[config.mk]
export PLATFORM = sky130hd
export DESIGN_NAME = bc1_bc2_bc3_block_decoder
export DESIGN_NICKNAME = d
export VERILOG_FILES = /design/src/sv/bcd_pkg.sv /design/src/sv/bc1_bc2_bc3_block_decoder.sv /design/src/sv/bcd_palette.sv /design/src/sv/bcd_walker.sv /design/src/sv/bcd_unmul.sv
export SDC_FILE = /design/constraint.sdc
export NUM_CORES = 2
export LEC_CHECK = 0
export BUFFER_PORTS_ARGS = -buffer_cell sky130_fd_sc_hd__buf_2
export CORE_MARGIN = 3
export CORE_UTILIZATION = 55
export CTS_CLUSTER_DIAMETER = 50
export CTS_CLUSTER_SIZE = 14
export DETAILED_ROUTE_END_ITERATION = 8
export PLACE_DENSITY_LB_ADDON = 0.2
export SKIP_LAST_GASP = 1
export SLEW_MARGIN = 10
export SYNTH_ARGS = -nofsm -noshare
export SYNTH_HDL_FRONTEND = slang
export SYNTH_SLANG_ARGS = --single-unit
[constraint.sdc]
create_clock -name clk_i -period 28.9 [get_ports clk_i]
set_input_delay 8.67 -clock clk_i [delete_from_list [all_inputs] [get_ports clk_i]]
set_output_delay 8.67 -clock clk_i [all_outputs]
set_load 0.01 [all_outputs]
[src/sv/bcd_pkg.sv]
package bcd_pkg;

  parameter int unsigned MAX_DIMENSION = 16384;

  // format codes
  typedef enum logic [1:0] {
    FMT_BC1 = 2'd0,
    FMT_BC2 = 2'd1,
    FMT_BC3 = 2'd2
  } fmt_e;

  // register map, byte address 4*index
  typedef enum logic [1:0] {
    REG_FORMAT = 2'd0,
    REG_UNDO   = 2'd1,
    REG_WIDTH  = 2'd2,
    REG_HEIGHT = 2'd3
  } reg_e;

  typedef struct packed {
    logic [63:0] color_half;
    logic [63:0] alpha_half;
    logic [11:0] block_column;
    logic [11:0] block_row;
  } in_t;

  typedef struct packed {
    logic [13:0] pixel_x;
    logic [13:0] pixel_y;
    logic [7:0]  red;
    logic [7:0]  green;
    logic [7:0]  blue;
    logic [7:0]  alpha;
    logic        last_in_block;
  } out_t;

  typedef struct packed {
    logic [1:0]  fmt;
    logic        undo;
    logic [14:0] width;
    logic [14:0] height;
  } cfg_t;

  // decoded block, ready for the pixel walker
  typedef struct packed {
    logic [3:0][2:0][7:0] pal;        // palette entry, channel r/g/b
    logic                 pal3_opaque;
    logic [7:0][7:0]      apal;       // BC3 alpha palette
    logic [31:0]          idx;
    logic [63:0]          alpha_half;
    logic [13:0]          bx;
    logic [13:0]          by;
    logic [2:0]           ncol;       // in-bounds columns, 0..4
    logic [2:0]           nrow;       // in-bounds rows, 0..4
    logic                 bc2;
    logic                 bc3;
  } blk_t;

  // one pixel before the premultiply undo
  typedef struct packed {
    logic [13:0]     x;
    logic [13:0]     y;
    logic [2:0][7:0] rgb;
    logic [7:0]      a;
    logic            last;
    logic            undo;
  } px_t;

endpackage

[src/sv/bc1_bc2_bc3_block_decoder.sv]
// BC1/BC2/BC3 (S3TC) block decoder.
// Input channel: a transaction is taken at a rising edge with start high and busy low;
//   block_i carries the 64-bit color half, 64-bit alpha half and the block column/row.
// Output channel: each decoded pixel is on result_o for one cycle with result_valid_o
//   high; in-bounds pixels of a block leave in raster order on consecutive cycles,
//   last_in_block marks the final one. Out-of-bounds pixels are dropped.
// Config: APB slave, format at 0x0, undo-premultiply at 0x4, width 0x8, height 0xC.
//   Write only while the block is idle. pready is tied high.
// Path: the first pixel of a block passes 3 block stages, the walker, the pixel register,
//   a 5 stage divider and the output register.
// Throughput: one pixel per cycle while a block is in the walker. A block holds the pixel
//   walker until its last in-bounds pixel (a fully clipped block only as it loads), and the
//   next block loads with that last pixel, so a stream of interior blocks leaves back to back.
//   busy rises once the three block stages are full behind the walker.
// Reset: all valid bits clear, registers return to BC1, no undo, 4x4 surface.
// The receiver cannot stall; the pixel path never stops once a block is in the walker.
module bc1_bc2_bc3_block_decoder #(
  parameter int unsigned MaxDimension = bcd_pkg::MAX_DIMENSION
) (
  input  logic          clk_i,
  input  logic          rst_ni,
  // block command
  input  logic          start,
  output logic          busy,
  input  bcd_pkg::in_t  block_i,
  // pixel results
  output logic          result_valid_o,
  output bcd_pkg::out_t result_o,
  // APB config
  input  logic          psel,
  input  logic          penable,
  input  logic          pwrite,
  input  logic [3:0]    paddr,
  input  logic [31:0]   pwdata,
  output logic [31:0]   prdata,
  output logic          pready
);
  import bcd_pkg::*;

  cfg_t  cfg_q;
  reg_e  reg_idx;
  logic  wr_en;

  logic  blk_valid, blk_ready;
  blk_t  blk;
  logic  px_valid;
  px_t   px;

  assign pready  = 1'b1;
  assign reg_idx = reg_e'(paddr[3:2]);
  assign wr_en   = psel && penable && pwrite && pready;

  // register file, written in the APB access phase
  always_ff @(posedge clk_i or negedge rst_ni) begin
    if (!rst_ni) begin
      cfg_q.fmt    <= FMT_BC1;
      cfg_q.undo   <= 1'b0;
      cfg_q.width  <= 15'd4;
      cfg_q.height <= 15'd4;
    end else if (wr_en) begin
      unique case (reg_idx)
        REG_FORMAT: cfg_q.fmt    <= pwdata[1:0];
        REG_UNDO:   cfg_q.undo   <= pwdata[0];
        REG_WIDTH:  cfg_q.width  <= pwdata[14:0];
        REG_HEIGHT: cfg_q.height <= pwdata[14:0];
      endcase
    end
  end

  always_comb begin
    unique case (reg_idx)
      REG_FORMAT: prdata = {30'd0, cfg_q.fmt};
      REG_UNDO:   prdata = {31'd0, cfg_q.undo};
      REG_WIDTH:  prdata = {17'd0, cfg_q.width};
      REG_HEIGHT: prdata = {17'd0, cfg_q.height};
    endcase
  end

  // per-block front end: palettes and clip extents
  bcd_palette #(
    .MaxDimension(MaxDimension)
  ) u_palette (
    .clk_i       (clk_i),
    .rst_ni      (rst_ni),
    .in_valid_i  (start),
    .in_i        (block_i),
    .busy_o      (busy),
    .cfg_i       (cfg_q),
    .blk_valid_o (blk_valid),
    .blk_o       (blk),
    .blk_ready_i (blk_ready)
  );

  // one in-bounds pixel per cycle while a block is active
  bcd_walker u_walker (
    .clk_i       (clk_i),
    .rst_ni      (rst_ni),
    .blk_valid_i (blk_valid),
    .blk_i       (blk),
    .blk_ready_o (blk_ready),
    .undo_i      (cfg_q.undo),
    .px_valid_o  (px_valid),
    .px_o        (px)
  );

  // c*255/alpha with saturation, pipelined restoring divider
  bcd_unmul u_unmul (
    .clk_i          (clk_i),
    .rst_ni         (rst_ni),
    .px_valid_i     (px_valid),
    .px_i           (px),
    .result_valid_o (result_valid_o),
    .result_o       (result_o)
  );

endmodule

[src/sv/bcd_palette.sv]
module bcd_palette #(
  parameter int unsigned MaxDimension = bcd_pkg::MAX_DIMENSION
) (
  input  logic          clk_i,
  input  logic          rst_ni,
  input  logic          in_valid_i,
  input  bcd_pkg::in_t  in_i,
  output logic          busy_o,
  input  bcd_pkg::cfg_t cfg_i,
  output logic          blk_valid_o,
  output bcd_pkg::blk_t blk_o,
  input  logic          blk_ready_i
);
  import bcd_pkg::*;

  typedef struct packed {
    logic [1:0][2:0][7:0] c;      // expanded endpoints
    logic [2:0][9:0]      s2;     // sum for entry 2
    logic [2:0][9:0]      s3;     // sum for entry 3
    logic                 four;   // four-color palette
    logic [5:0][10:0]     asum;
    logic [7:0]           a0;
    logic [7:0]           a1;
    logic                 amode7;
    logic [31:0]          idx;
    logic [63:0]          alpha_half;
    logic [13:0]          bx;
    logic [13:0]          by;
    logic [2:0]           ncol;
    logic [2:0]           nrow;
    logic                 bc2;
    logic                 bc3;
  } sum_t;

  logic  v1_q, v2_q, v3_q;
  logic  rdy1, rdy2, rdy3;
  in_t   s1_q;
  sum_t  s2_d, s2_q;
  blk_t  s3_d, s3_q;

  function automatic logic [7:0] div3(logic [9:0] x);
    logic [19:0] pr;
    pr = 20'(x) * 20'd683;
    return pr[18:11];
  endfunction

  function automatic logic [7:0] div7(logic [10:0] x);
    logic [22:0] pr;
    pr = 23'(x) * 23'd2341;
    return pr[21:14];
  endfunction

  function automatic logic [7:0] div5(logic [10:0] x);
    logic [22:0] pr;
    pr = 23'(x) * 23'd3277;
    return pr[21:14];
  endfunction

  function automatic logic [2:0][7:0] unpack565(logic [15:0] v);
    logic [2:0][7:0] c;
    c[0] = {v[15:11], v[15:13]};
    c[1] = {v[10:5], v[10:9]};
    c[2] = {v[4:0], v[4:2]};
    return c;
  endfunction

  function automatic logic [2:0] span(logic [16:0] lim, logic [13:0] base);
    logic [16:0] b;
    logic [16:0] dw;
    b  = 17'(base);
    dw = lim - b;
    if (lim <= b) begin
      return 3'd0;
    end else if (dw >= 17'd4) begin
      return 3'd4;
    end
    return dw[2:0];
  endfunction

  assign rdy3   = !v3_q || blk_ready_i;
  assign rdy2   = !v2_q || rdy3;
  assign rdy1   = !v1_q || rdy2;
  assign busy_o = !rdy1;

  // stage 2: endpoint expansion, interpolation sums, clipping
  always_comb begin
    logic [15:0] v0, v1;
    logic        bc1;
    logic [16:0] wl, hl;
    v0 = s1_q.color_half[15:0];
    v1 = s1_q.color_half[31:16];
    bc1 = (cfg_i.fmt != FMT_BC2) && (cfg_i.fmt != FMT_BC3);
    s2_d = '0;
    s2_d.c[0] = unpack565(v0);
    s2_d.c[1] = unpack565(v1);
    s2_d.four = (v0 > v1) || !bc1;
    for (int k = 0; k < 3; k++) begin
      if (s2_d.four) begin
        s2_d.s2[k] = {1'b0, s2_d.c[0][k], 1'b0} + 10'(s2_d.c[1][k]);
        s2_d.s3[k] = 10'(s2_d.c[0][k]) + {1'b0, s2_d.c[1][k], 1'b0};
      end else begin
        s2_d.s2[k] = 10'(s2_d.c[0][k]) + 10'(s2_d.c[1][k]);
        s2_d.s3[k] = '0;
      end
    end
    s2_d.a0     = s1_q.alpha_half[7:0];
    s2_d.a1     = s1_q.alpha_half[15:8];
    s2_d.amode7 = s2_d.a0 > s2_d.a1;
    for (int k = 0; k < 6; k++) begin
      if (s2_d.amode7) begin
        s2_d.asum[k] = 11'((6 - k) * s2_d.a0 + (1 + k) * s2_d.a1);
      end else if (k < 4) begin
        s2_d.asum[k] = 11'((4 - k) * s2_d.a0 + (1 + k) * s2_d.a1);
      end else begin
        s2_d.asum[k] = '0;
      end
    end
    s2_d.idx        = s1_q.color_half[63:32];
    s2_d.alpha_half = s1_q.alpha_half;
    s2_d.bx         = {s1_q.block_column, 2'b00};
    s2_d.by         = {s1_q.block_row, 2'b00};
    wl = (17'(cfg_i.width) > 17'(MaxDimension)) ? 17'(MaxDimension) : 17'(cfg_i.width);
    hl = (17'(cfg_i.height) > 17'(MaxDimension)) ? 17'(MaxDimension) : 17'(cfg_i.height);
    s2_d.ncol = span(wl, s2_d.bx);
    s2_d.nrow = span(hl, s2_d.by);
    s2_d.bc2  = cfg_i.fmt == FMT_BC2;
    s2_d.bc3  = cfg_i.fmt == FMT_BC3;
  end

  // stage 3: constant divisions
  always_comb begin
    s3_d = '0;
    s3_d.pal[0] = s2_q.c[0];
    s3_d.pal[1] = s2_q.c[1];
    for (int k = 0; k < 3; k++) begin
      s3_d.pal[2][k] = s2_q.four ? div3(s2_q.s2[k]) : s2_q.s2[k][8:1];
      s3_d.pal[3][k] = s2_q.four ? div3(s2_q.s3[k]) : 8'd0;
    end
    s3_d.pal3_opaque = s2_q.four;
    s3_d.apal[0] = s2_q.a0;
    s3_d.apal[1] = s2_q.a1;
    for (int k = 0; k < 6; k++) begin
      if (s2_q.amode7) begin
        s3_d.apal[2 + k] = div7(s2_q.asum[k]);
      end else if (k < 4) begin
        s3_d.apal[2 + k] = div5(s2_q.asum[k]);
      end else begin
        s3_d.apal[2 + k] = (k == 4) ? 8'd0 : 8'd255;
      end
    end
    s3_d.idx        = s2_q.idx;
    s3_d.alpha_half = s2_q.alpha_half;
    s3_d.bx         = s2_q.bx;
    s3_d.by         = s2_q.by;
    s3_d.ncol       = s2_q.ncol;
    s3_d.nrow       = s2_q.nrow;
    s3_d.bc2        = s2_q.bc2;
    s3_d.bc3        = s2_q.bc3;
  end

  always_ff @(posedge clk_i or negedge rst_ni) begin
    if (!rst_ni) begin
      v1_q <= 1'b0;
      v2_q <= 1'b0;
      v3_q <= 1'b0;
    end else begin
      if (rdy1) v1_q <= in_valid_i;
      if (rdy2) v2_q <= v1_q;
      if (rdy3) v3_q <= v2_q;
    end
  end

  always_ff @(posedge clk_i) begin
    if (rdy1 && in_valid_i) s1_q <= in_i;
    if (rdy2 && v1_q) s2_q <= s2_d;
    if (rdy3 && v2_q) s3_q <= s3_d;
  end

  assign blk_valid_o = v3_q;
  assign blk_o       = s3_q;

endmodule

[src/sv/bcd_walker.sv]
module bcd_walker (
  input  logic          clk_i,
  input  logic          rst_ni,
  input  logic          blk_valid_i,
  input  bcd_pkg::blk_t blk_i,
  output logic          blk_ready_o,
  input  logic          undo_i,
  output logic          px_valid_o,
  output bcd_pkg::px_t  px_o
);
  import bcd_pkg::*;

  blk_t       blk_q;
  logic       active_q;
  logic [1:0] col_q, row_q;
  logic       col_end, row_end, last;
  logic       load;
  px_t        px_d, px_q;
  logic       px_valid_q;

  assign col_end     = {1'b0, col_q} == (blk_q.ncol - 3'd1);
  assign row_end     = {1'b0, row_q} == (blk_q.nrow - 3'd1);
  assign last        = col_end && row_end;
  assign blk_ready_o = !active_q || last;
  assign load        = blk_valid_i && blk_ready_o;

  always_comb begin
    logic [3:0] p;
    logic [1:0] ci;
    logic [5:0] coff;
    logic [5:0] boff;
    logic [5:0] aoff;
    logic [3:0] a4;
    logic [2:0] ai;
    p    = {row_q, col_q};
    coff = {1'b0, p, 1'b0};
    boff = {p, 2'b00};
    aoff = 6'd16 + {2'b00, p} + {1'b0, p, 1'b0};
    ci   = blk_q.idx[coff[4:0] +: 2];
    a4   = blk_q.alpha_half[boff +: 4];
    ai   = blk_q.alpha_half[aoff +: 3];
    px_d.x    = {blk_q.bx[13:2], col_q};
    px_d.y    = {blk_q.by[13:2], row_q};
    px_d.rgb  = blk_q.pal[ci];
    px_d.last = last;
    px_d.undo = undo_i;
    if (blk_q.bc2) begin
      px_d.a = {a4, a4};
    end else if (blk_q.bc3) begin
      px_d.a = blk_q.apal[ai];
    end else begin
      px_d.a = (ci == 2'd3 && !blk_q.pal3_opaque) ? 8'd0 : 8'd255;
    end
  end

  always_ff @(posedge clk_i or negedge rst_ni) begin
    if (!rst_ni) begin
      active_q   <= 1'b0;
      col_q      <= '0;
      row_q      <= '0;
      px_valid_q <= 1'b0;
    end else begin
      px_valid_q <= active_q;
      if (load) begin
        active_q <= (blk_i.ncol != 3'd0) && (blk_i.nrow != 3'd0);
        col_q    <= '0;
        row_q    <= '0;
      end else if (active_q) begin
        if (last) begin
          active_q <= 1'b0;
        end else if (col_end) begin
          col_q <= '0;
          row_q <= row_q + 2'd1;
        end else begin
          col_q <= col_q + 2'd1;
        end
      end
    end
  end

  always_ff @(posedge clk_i) begin
    if (load) blk_q <= blk_i;
    if (active_q) px_q <= px_d;
  end

  assign px_valid_o = px_valid_q;
  assign px_o       = px_q;

endmodule

[src/sv/bcd_unmul.sv]
module bcd_unmul (
  input  logic          clk_i,
  input  logic          rst_ni,
  input  logic          px_valid_i,
  input  bcd_pkg::px_t  px_i,
  output logic          result_valid_o,
  output bcd_pkg::out_t result_o
);
  import bcd_pkg::*;

  localparam int DivStages = 4;   // two quotient bits per stage

  typedef struct packed {
    logic [7:0] c;
    logic [7:0] rem;
    logic [7:0] lo;
    logic [7:0] q;
    logic       ovf;
  } div_t;

  typedef struct packed {
    logic [13:0]     x;
    logic [13:0]     y;
    logic [7:0]      a;
    logic            last;
    logic            bypass;
    div_t [2:0]      ch;
  } ust_t;

  ust_t           st_q [DivStages + 1];
  logic [DivStages:0] vld_q;
  out_t           res_q;
  logic           res_valid_q;

  function automatic ust_t ust_init(px_t px);
    ust_t        s;
    logic [15:0] n;
    s        = '0;
    s.x      = px.x;
    s.y      = px.y;
    s.a      = px.a;
    s.last   = px.last;
    s.bypass = !px.undo || (px.a == 8'd0);
    for (int k = 0; k < 3; k++) begin
      n = {px.rgb[k], 8'd0} - {8'd0, px.rgb[k]};   // c*255
      s.ch[k].c   = px.rgb[k];
      s.ch[k].ovf = n >= {px.a, 8'd0};
      s.ch[k].rem = n[15:8];
      s.ch[k].lo  = n[7:0];
      s.ch[k].q   = '0;
    end
    return s;
  endfunction

  function automatic ust_t ust_step(ust_t s);
    ust_t       r;
    logic [8:0] t;
    r = s;
    for (int k = 0; k < 3; k++) begin
      for (int b = 0; b < 2; b++) begin
        t = {r.ch[k].rem, r.ch[k].lo[7]};
        r.ch[k].lo = {r.ch[k].lo[6:0], 1'b0};
        if (t >= {1'b0, r.a}) begin
          r.ch[k].rem = 8'(t - {1'b0, r.a});
          r.ch[k].q   = {r.ch[k].q[6:0], 1'b1};
        end else begin
          r.ch[k].rem = t[7:0];
          r.ch[k].q   = {r.ch[k].q[6:0], 1'b0};
        end
      end
    end
    return r;
  endfunction

  function automatic logic [7:0] pick(div_t d, logic bypass);
    if (bypass) return d.c;
    if (d.ovf) return 8'd255;
    return d.q;
  endfunction

  always_ff @(posedge clk_i or negedge rst_ni) begin
    if (!rst_ni) begin
      vld_q       <= '0;
      res_valid_q <= 1'b0;
    end else begin
      vld_q       <= {vld_q[DivStages-1:0], px_valid_i};
      res_valid_q <= vld_q[DivStages];
    end
  end

  always_ff @(posedge clk_i) begin
    st_q[0] <= ust_init(px_i);
    for (int k = 1; k <= DivStages; k++) begin
      st_q[k] <= ust_step(st_q[k-1]);
    end
    res_q.pixel_x       <= st_q[DivStages].x;
    res_q.pixel_y       <= st_q[DivStages].y;
    res_q.red           <= pick(st_q[DivStages].ch[0], st_q[DivStages].bypass);
    res_q.green         <= pick(st_q[DivStages].ch[1], st_q[DivStages].bypass);
    res_q.blue          <= pick(st_q[DivStages].ch[2], st_q[DivStages].bypass);
    res_q.alpha         <= st_q[DivStages].a;
    res_q.last_in_block <= st_q[DivStages].last;
  end

  assign result_valid_o = res_valid_q;
  assign result_o       = res_q;

endmodule

# Word-level counts from Yosys, hierarchy flattened
# Memories as Yosys holds them, arrays and structs flattened.
# Cells that the tools add are included.
# op_classes
reduce_logical	36
n_eq_ne	11
n_mul	22
n_lt_le_gt_ge	37
n_addsub	54
shifts	3
n_mux	112
# op_table
cell	n
2-to-1 mux 8 bit	47
multiplier 11 x 12 -> 22 bit, second input constant	10
greater-or-equal comparator 9 x 8 -> 1 bit	24
subtractor 8 bit	24
one-hot mux 32 bit (4 select lines)	1
multiplier 10 x 10 -> 19 bit, second input constant	6
indexed part select 64 x 7 -> 3 bit	1
indexed part select 64 x 7 -> 4 bit	1
binary-select mux 24 bit (select 2 bit)	1
greater-or-equal comparator 16 bit	3
subtractor 16 x 8 -> 16 bit	3
2-to-1 mux 11 bit	4
multiplier 2 x 8 -> 10 bit, first input constant	4
2-to-1 mux 1 bit	38
greater-or-equal comparator 17 x 3 -> 1 bit, second input constant	2
less-or-equal comparator 17 x 14 -> 1 bit	2
subtractor 17 x 14 -> 17 bit	2
indexed part select 32 x 6 -> 2 bit	1
adder 8 x 9 -> 10 bit	3
adder 9 x 8 -> 10 bit	3
greater-than comparator 15 bit, second input constant	2
2-to-1 mux 10 bit	3
2-to-1 mux 15 bit	2
adder 8 x 8 -> 9 bit	3
other kinds (36)	85
# totals
ram_bits	685
output_inout_bits	96
word_cells	396
ff_bits	1221
memories	1
input_bits	194
# mem_list
name	words	word_bits	read_ports	rd_ports_with_merged_regs	write_ports	line_no	text
u_unmul.st_q	5	137	5	0	5	bcd_unmul.sv:30	ust_t st_q [DivStages + 1];

# Logic depth before layout (Yosys ltp)
# depth
ltp_word	8
ltp_mapped	24
ltp_nobuf	22

# By module
# A second synthesis with hierarchy kept.
# hier_totals
hier_cells	7814
hier_area_um2	96249.8
# modules_own_cells
mod	area_per_inst_um2	cells_each	seq_area_each_um2	instances
bcd_palette	56992.2	4892	20885.0	1
bcd_unmul	22809.4	2073	11961.5	1
bcd_walker	14715.4	720	10690.3	1
bc1_bc2_bc3_block_decoder	1732.9	129	828.3	1

# Worst setup path after synthesis
# OpenSTA, ideal clock, no wires.
# synth_path
kind	in2out
start	in paddr[2]
end	out prdata[10]
path_slack_ps	10389
required_time_ps	20230
arrival_ps	9841
stages	4
cell_sequence	clkbuf_1 buf_1 mux2i_1 nor2b_1
# synth_between
elab_chain_cells	2
elab_cells_between_ends	5
cone_classes	3 x eq/ne; 1 x mux; 1 x reduce/logical
# synth_lines
element	line_no	text
from (decl)	bc1_bc2_bc3_block_decoder.sv:33	input logic [3:0] paddr,
== test 2 bit (tied with other cells)	bc1_bc2_bc3_block_decoder.sv:71	unique case (reg_idx)
one-hot mux 32 bit (4 select lines) *	bc1_bc2_bc3_block_decoder.sv:71	
to (decl)	bc1_bc2_bc3_block_decoder.sv:35	output logic [31:0] prdata,
# Mark *: on every way between the ends. The rest lies on a longest branch, timed or not. The select of a mux whose other input is x is not followed.

# Final worst setup path
# layout_path
start	in paddr[2]
end	out prdata[0]
# The elaborated chain is that of the path after synthesis.

==> run summary <==
Area of the die = 0.176 mm²
WP data arrival = 9.84 ns
Detailed-route via count = 55,556
Worst skew pair latency = 0.82 ns
Clock Sinks = 1,650
CTS Hold Bufs = 0
Fin crit share = 0.640
RSZ-0062 raised after global routing = no
First DRT Iteration DRCs = 3,188
Top Ports = 290
DRC = 0
Reg clk slew, reported paths = 0.06 ns
Synth Area per Inst = 12.4 µm²
Number of synthesized flops with an enable pin = 1,012
WHS = 0.320 ns
Worst R2R Path Depth = 19
Hold Violations, Final = 0
Grt total ovfl = 0
Post-DP HPWL = 146,000 µm
Share of cells above drive strength 1 = 0.107
Worst-margin pin slew = 1.13 ns
CTS tree = yes
H-tree level count = 4
Via-to-Cell Ratio = 5.40
Worst R2R Start = u_palette.s2_q[185]$_DFFE_PP_
Sequential area share after synthesis = 0.461
Top-area cell type share of the netlist area = 0.323
Seq cells post-synth = 1,650
FILL cells = 13,300
Placed cell area = 0.0979 mm²
Vias in the first global route = 57,074
Initial Utilization = 0.555
Crit start category = primary input
Max-slew violations = 0
DR WL/cell = 18.6 µm
Synth Cell Area = 0.0941 mm²
Critical Path End Type = output pin
Initial antenna violation count = 12
Final GP Congestion = 0.877
Maximum VDD drop = 140 µV
CP Capture Point = prdata[0]
Fmax = 0.0540 GHz
GR Util All Layers = 0.221
Antenna viol nets, final = 0
Worst EP required = 20.23 ns
CP Class = primary input to output pin
Max clock buf depth = 3
CTS Root Cell = clkbuf_16
Final setup violation count = 0
DRT Wirelength = 191,000 µm
Sequential cell area = 0.0434 mm²
Syn Inst Count = 7,606
Lkg Pwr = 46.2 nW
Status = finished clean
Yosys top cell by area = edfxtp_1
Most used DFF post-synth = edfxtp_1
Async set or reset register ratio after synthesis = 0.0291
First-pass GRT wire length = 306,000 µm
Syn. warnings = 0
Pin count of the biggest net entering global routing = 72
Beginning of the critical path = paddr[2]
Die height = 420 µm
Setup TNS = 0 ns
Synth top area cells = edfxtp_1, ha_1, dfxtp_1
Crit path time final = 18.51 ns
Total design power = 0.0118 W
Final nets = 9,929
Layout area overhead = 9.66%
Footprint of the multi-input gates = 0.0456 mm²
Crit-path max FO = 19
Site Rows = 151
Fin area = 0.103 mm²
FF-to-FF setup slack = 22.52 ns
Die X = 420 µm
Total CTS buffers = 163
Count of maximum capacitance violations = 0
Hold WC Path Type = register to register
Max Clock Skew = 0.0446 ns
1st-pass router iterations = 5
Yosys cell types = 82
Worst slew margin = 0.240
CTS resizes = 0
RR Endpoint = u_palette.blk_o[179]$_DFFE_PP_
Post-CTS setup buffer count = 0
PwrDens = 115 mW/mm²
Core region area = 0.170 mm²
Port buffer count = 252
## power breakdown
group	internal [W]	leakage, nW	total, W	switching, W
Clock	0.00114	2.54	0.00206	0.000922
Combinational	0.00295	28.9	0.00636	0.00341
Sequential	0.00310	14.8	0.00339	0.000288
Total	0.00720	46.2	0.0118	0.00462
## worst max-delay path, stage by stage
cell	delay, ns
buf_2	0.42
mux4_2	0.59
buf_2	0.16
## Yosys cell counts, drive strengths merged, types with 9 or more instances
master / count
a211o: 13
a211oi: 22
a21boi: 51
a21o: 99
a21oi: 272
a311oi: 10
a31o: 13
a31oi: 21
and2: 26
and3: 29
and4: 9
buf: 45
clkbuf: 71
dfrtp: 46
dfxtp: 590
edfxtp: 1012
fa: 396
ha: 1382
inv: 1214
mux2: 200
mux2i: 114
mux4: 92
nand2: 216
nand2b: 43
nand3: 44
nand4: 60
nor2: 360
nor2b: 115
nor3: 81
nor4: 15
o21a: 51
o21ai: 270
o21bai: 65
o22a: 18
o31a: 9
o31ai: 17
or2: 32
or3: 10
or4: 21
xnor2: 266
xor2: 91
## how the worst min path moves through the flow
stage | depth (start not counted) | startpoint | endpoint | slack [ns]
2_1_floorplan | 0 | u_unmul.st_q[4][100]$_DFF_P_ | u_unmul.result_o[0]$_DFF_P_ | 0.31
3_3_place_gp | 0 | u_unmul.st_q[3][38]$_DFF_P_ | u_unmul.st_q[4][40]$_DFF_P_ | 0.31
3_5_place_dp | 0 | u_unmul.st_q[0][112]$_DFF_P_ | u_unmul.st_q[1][112]$_DFF_P_ | 0.31
4_1_cts | 0 | u_unmul.st_q[1][35]$_DFF_P_ | u_unmul.st_q[2][37]$_DFF_P_ | 0.32
5_1_grt | 0 | u_unmul.st_q[3][99]$_DFF_P_ | u_unmul.st_q[4][99]$_DFF_P_ | 0.33
6_report | 0 | u_unmul.st_q[1][35]$_DFF_P_ | u_unmul.st_q[2][37]$_DFF_P_ | 0.32
## state kept, by name (all words and copies together) (netlist names), 5 cells and up
signal and count:
u_unmul.st_q 529, u_palette.s2_q 284, u_palette.blk_o 257, u_walker.blk_q 257, u_palette.s1_q 152, u_walker.px_o 62
u_unmul.result_o 61, cfg_q 33, u_unmul.vld_q 5
## metal layers
| layer | up-vias | part of all wire | GRT usage |
|---|---|---|---|
| met2 | 1106 | 0.47 | 0.362 |
| met4 | 4 | 0.024 | 0.0601 |
| met1 | 26950 | 0.46 | 0.310 |
| met5 | - | 0.00014 | 0 |
| li1 | 27213 | - | - |
| met3 | 283 | 0.045 | 0.0304 |
## cell type report
| class | count | area share |
|---|---|---|
| multi-input cells | 4642 | 0.442 |
| flip-flops and latches | 1650 | 0.421 |
| inverters | 1214 | 0.0442 |
| clock buffers | 210 | 0.0415 |
| well taps | 2218 | 0.0269 |
| repair buffers | 286 | 0.0147 |
| clock inverters | 72 | 0.00966 |
| diodes | 4 | 0.0000970 |
## stage by stage
stage           util  worst slack, ns  instances
4_1_cts        0.608            10.38      10292
2_1_floorplan      -            10.39       7622
5_1_grt        0.608            10.33      10292
3_3_place_gp   0.577            10.37      10010
6_report       0.608            10.39      10296
3_5_place_dp   0.577            10.39      10010
## layout by cell type (no fill, tap or decap), drive strengths merged, types with 32 or more instances in the layout
cell type	netlist	layout
dfxtp	590	590
nand3	44	44
or2	32	32
xor2	91	91
edfxtp	1012	1012
nand2b	43	43
o21ai	270	270
a21oi	272	272
nor3	81	81
nor2	360	360
o21a	51	51
ha	1382	1382
mux2i	114	114
o21bai	65	65
buf	45	286
dfrtp	46	46
mux4	92	92
nand4	60	60
clkbuf	71	210
fa	396	396
mux2	200	200
nor2b	115	115
xnor2	266	266
a21boi	51	51
nand2	216	216
inv	1214	1245
a21o	99	99
## logic make-up (layout without fill, tap and decap cells)
group / after synthesis / count (layout) / synth area share
and+or+nand+nor: 1081 / 1081 / 0.0558
muxes: 406 / 406 / 0.0593
adders and majority gates: 1778 / 1778 / 0.268
other: 2 / 22 / 0.0000798
DFF: 1650 / 1650 / 0.461
buffers and inverters: 1330 / 1782 / 0.0547
xor gates and xnor gates: 357 / 357 / 0.0332
AOI/OAI and AO/OA: 1002 / 1002 / 0.0677
No activity file was read; power rests on OpenSTA's default activity.
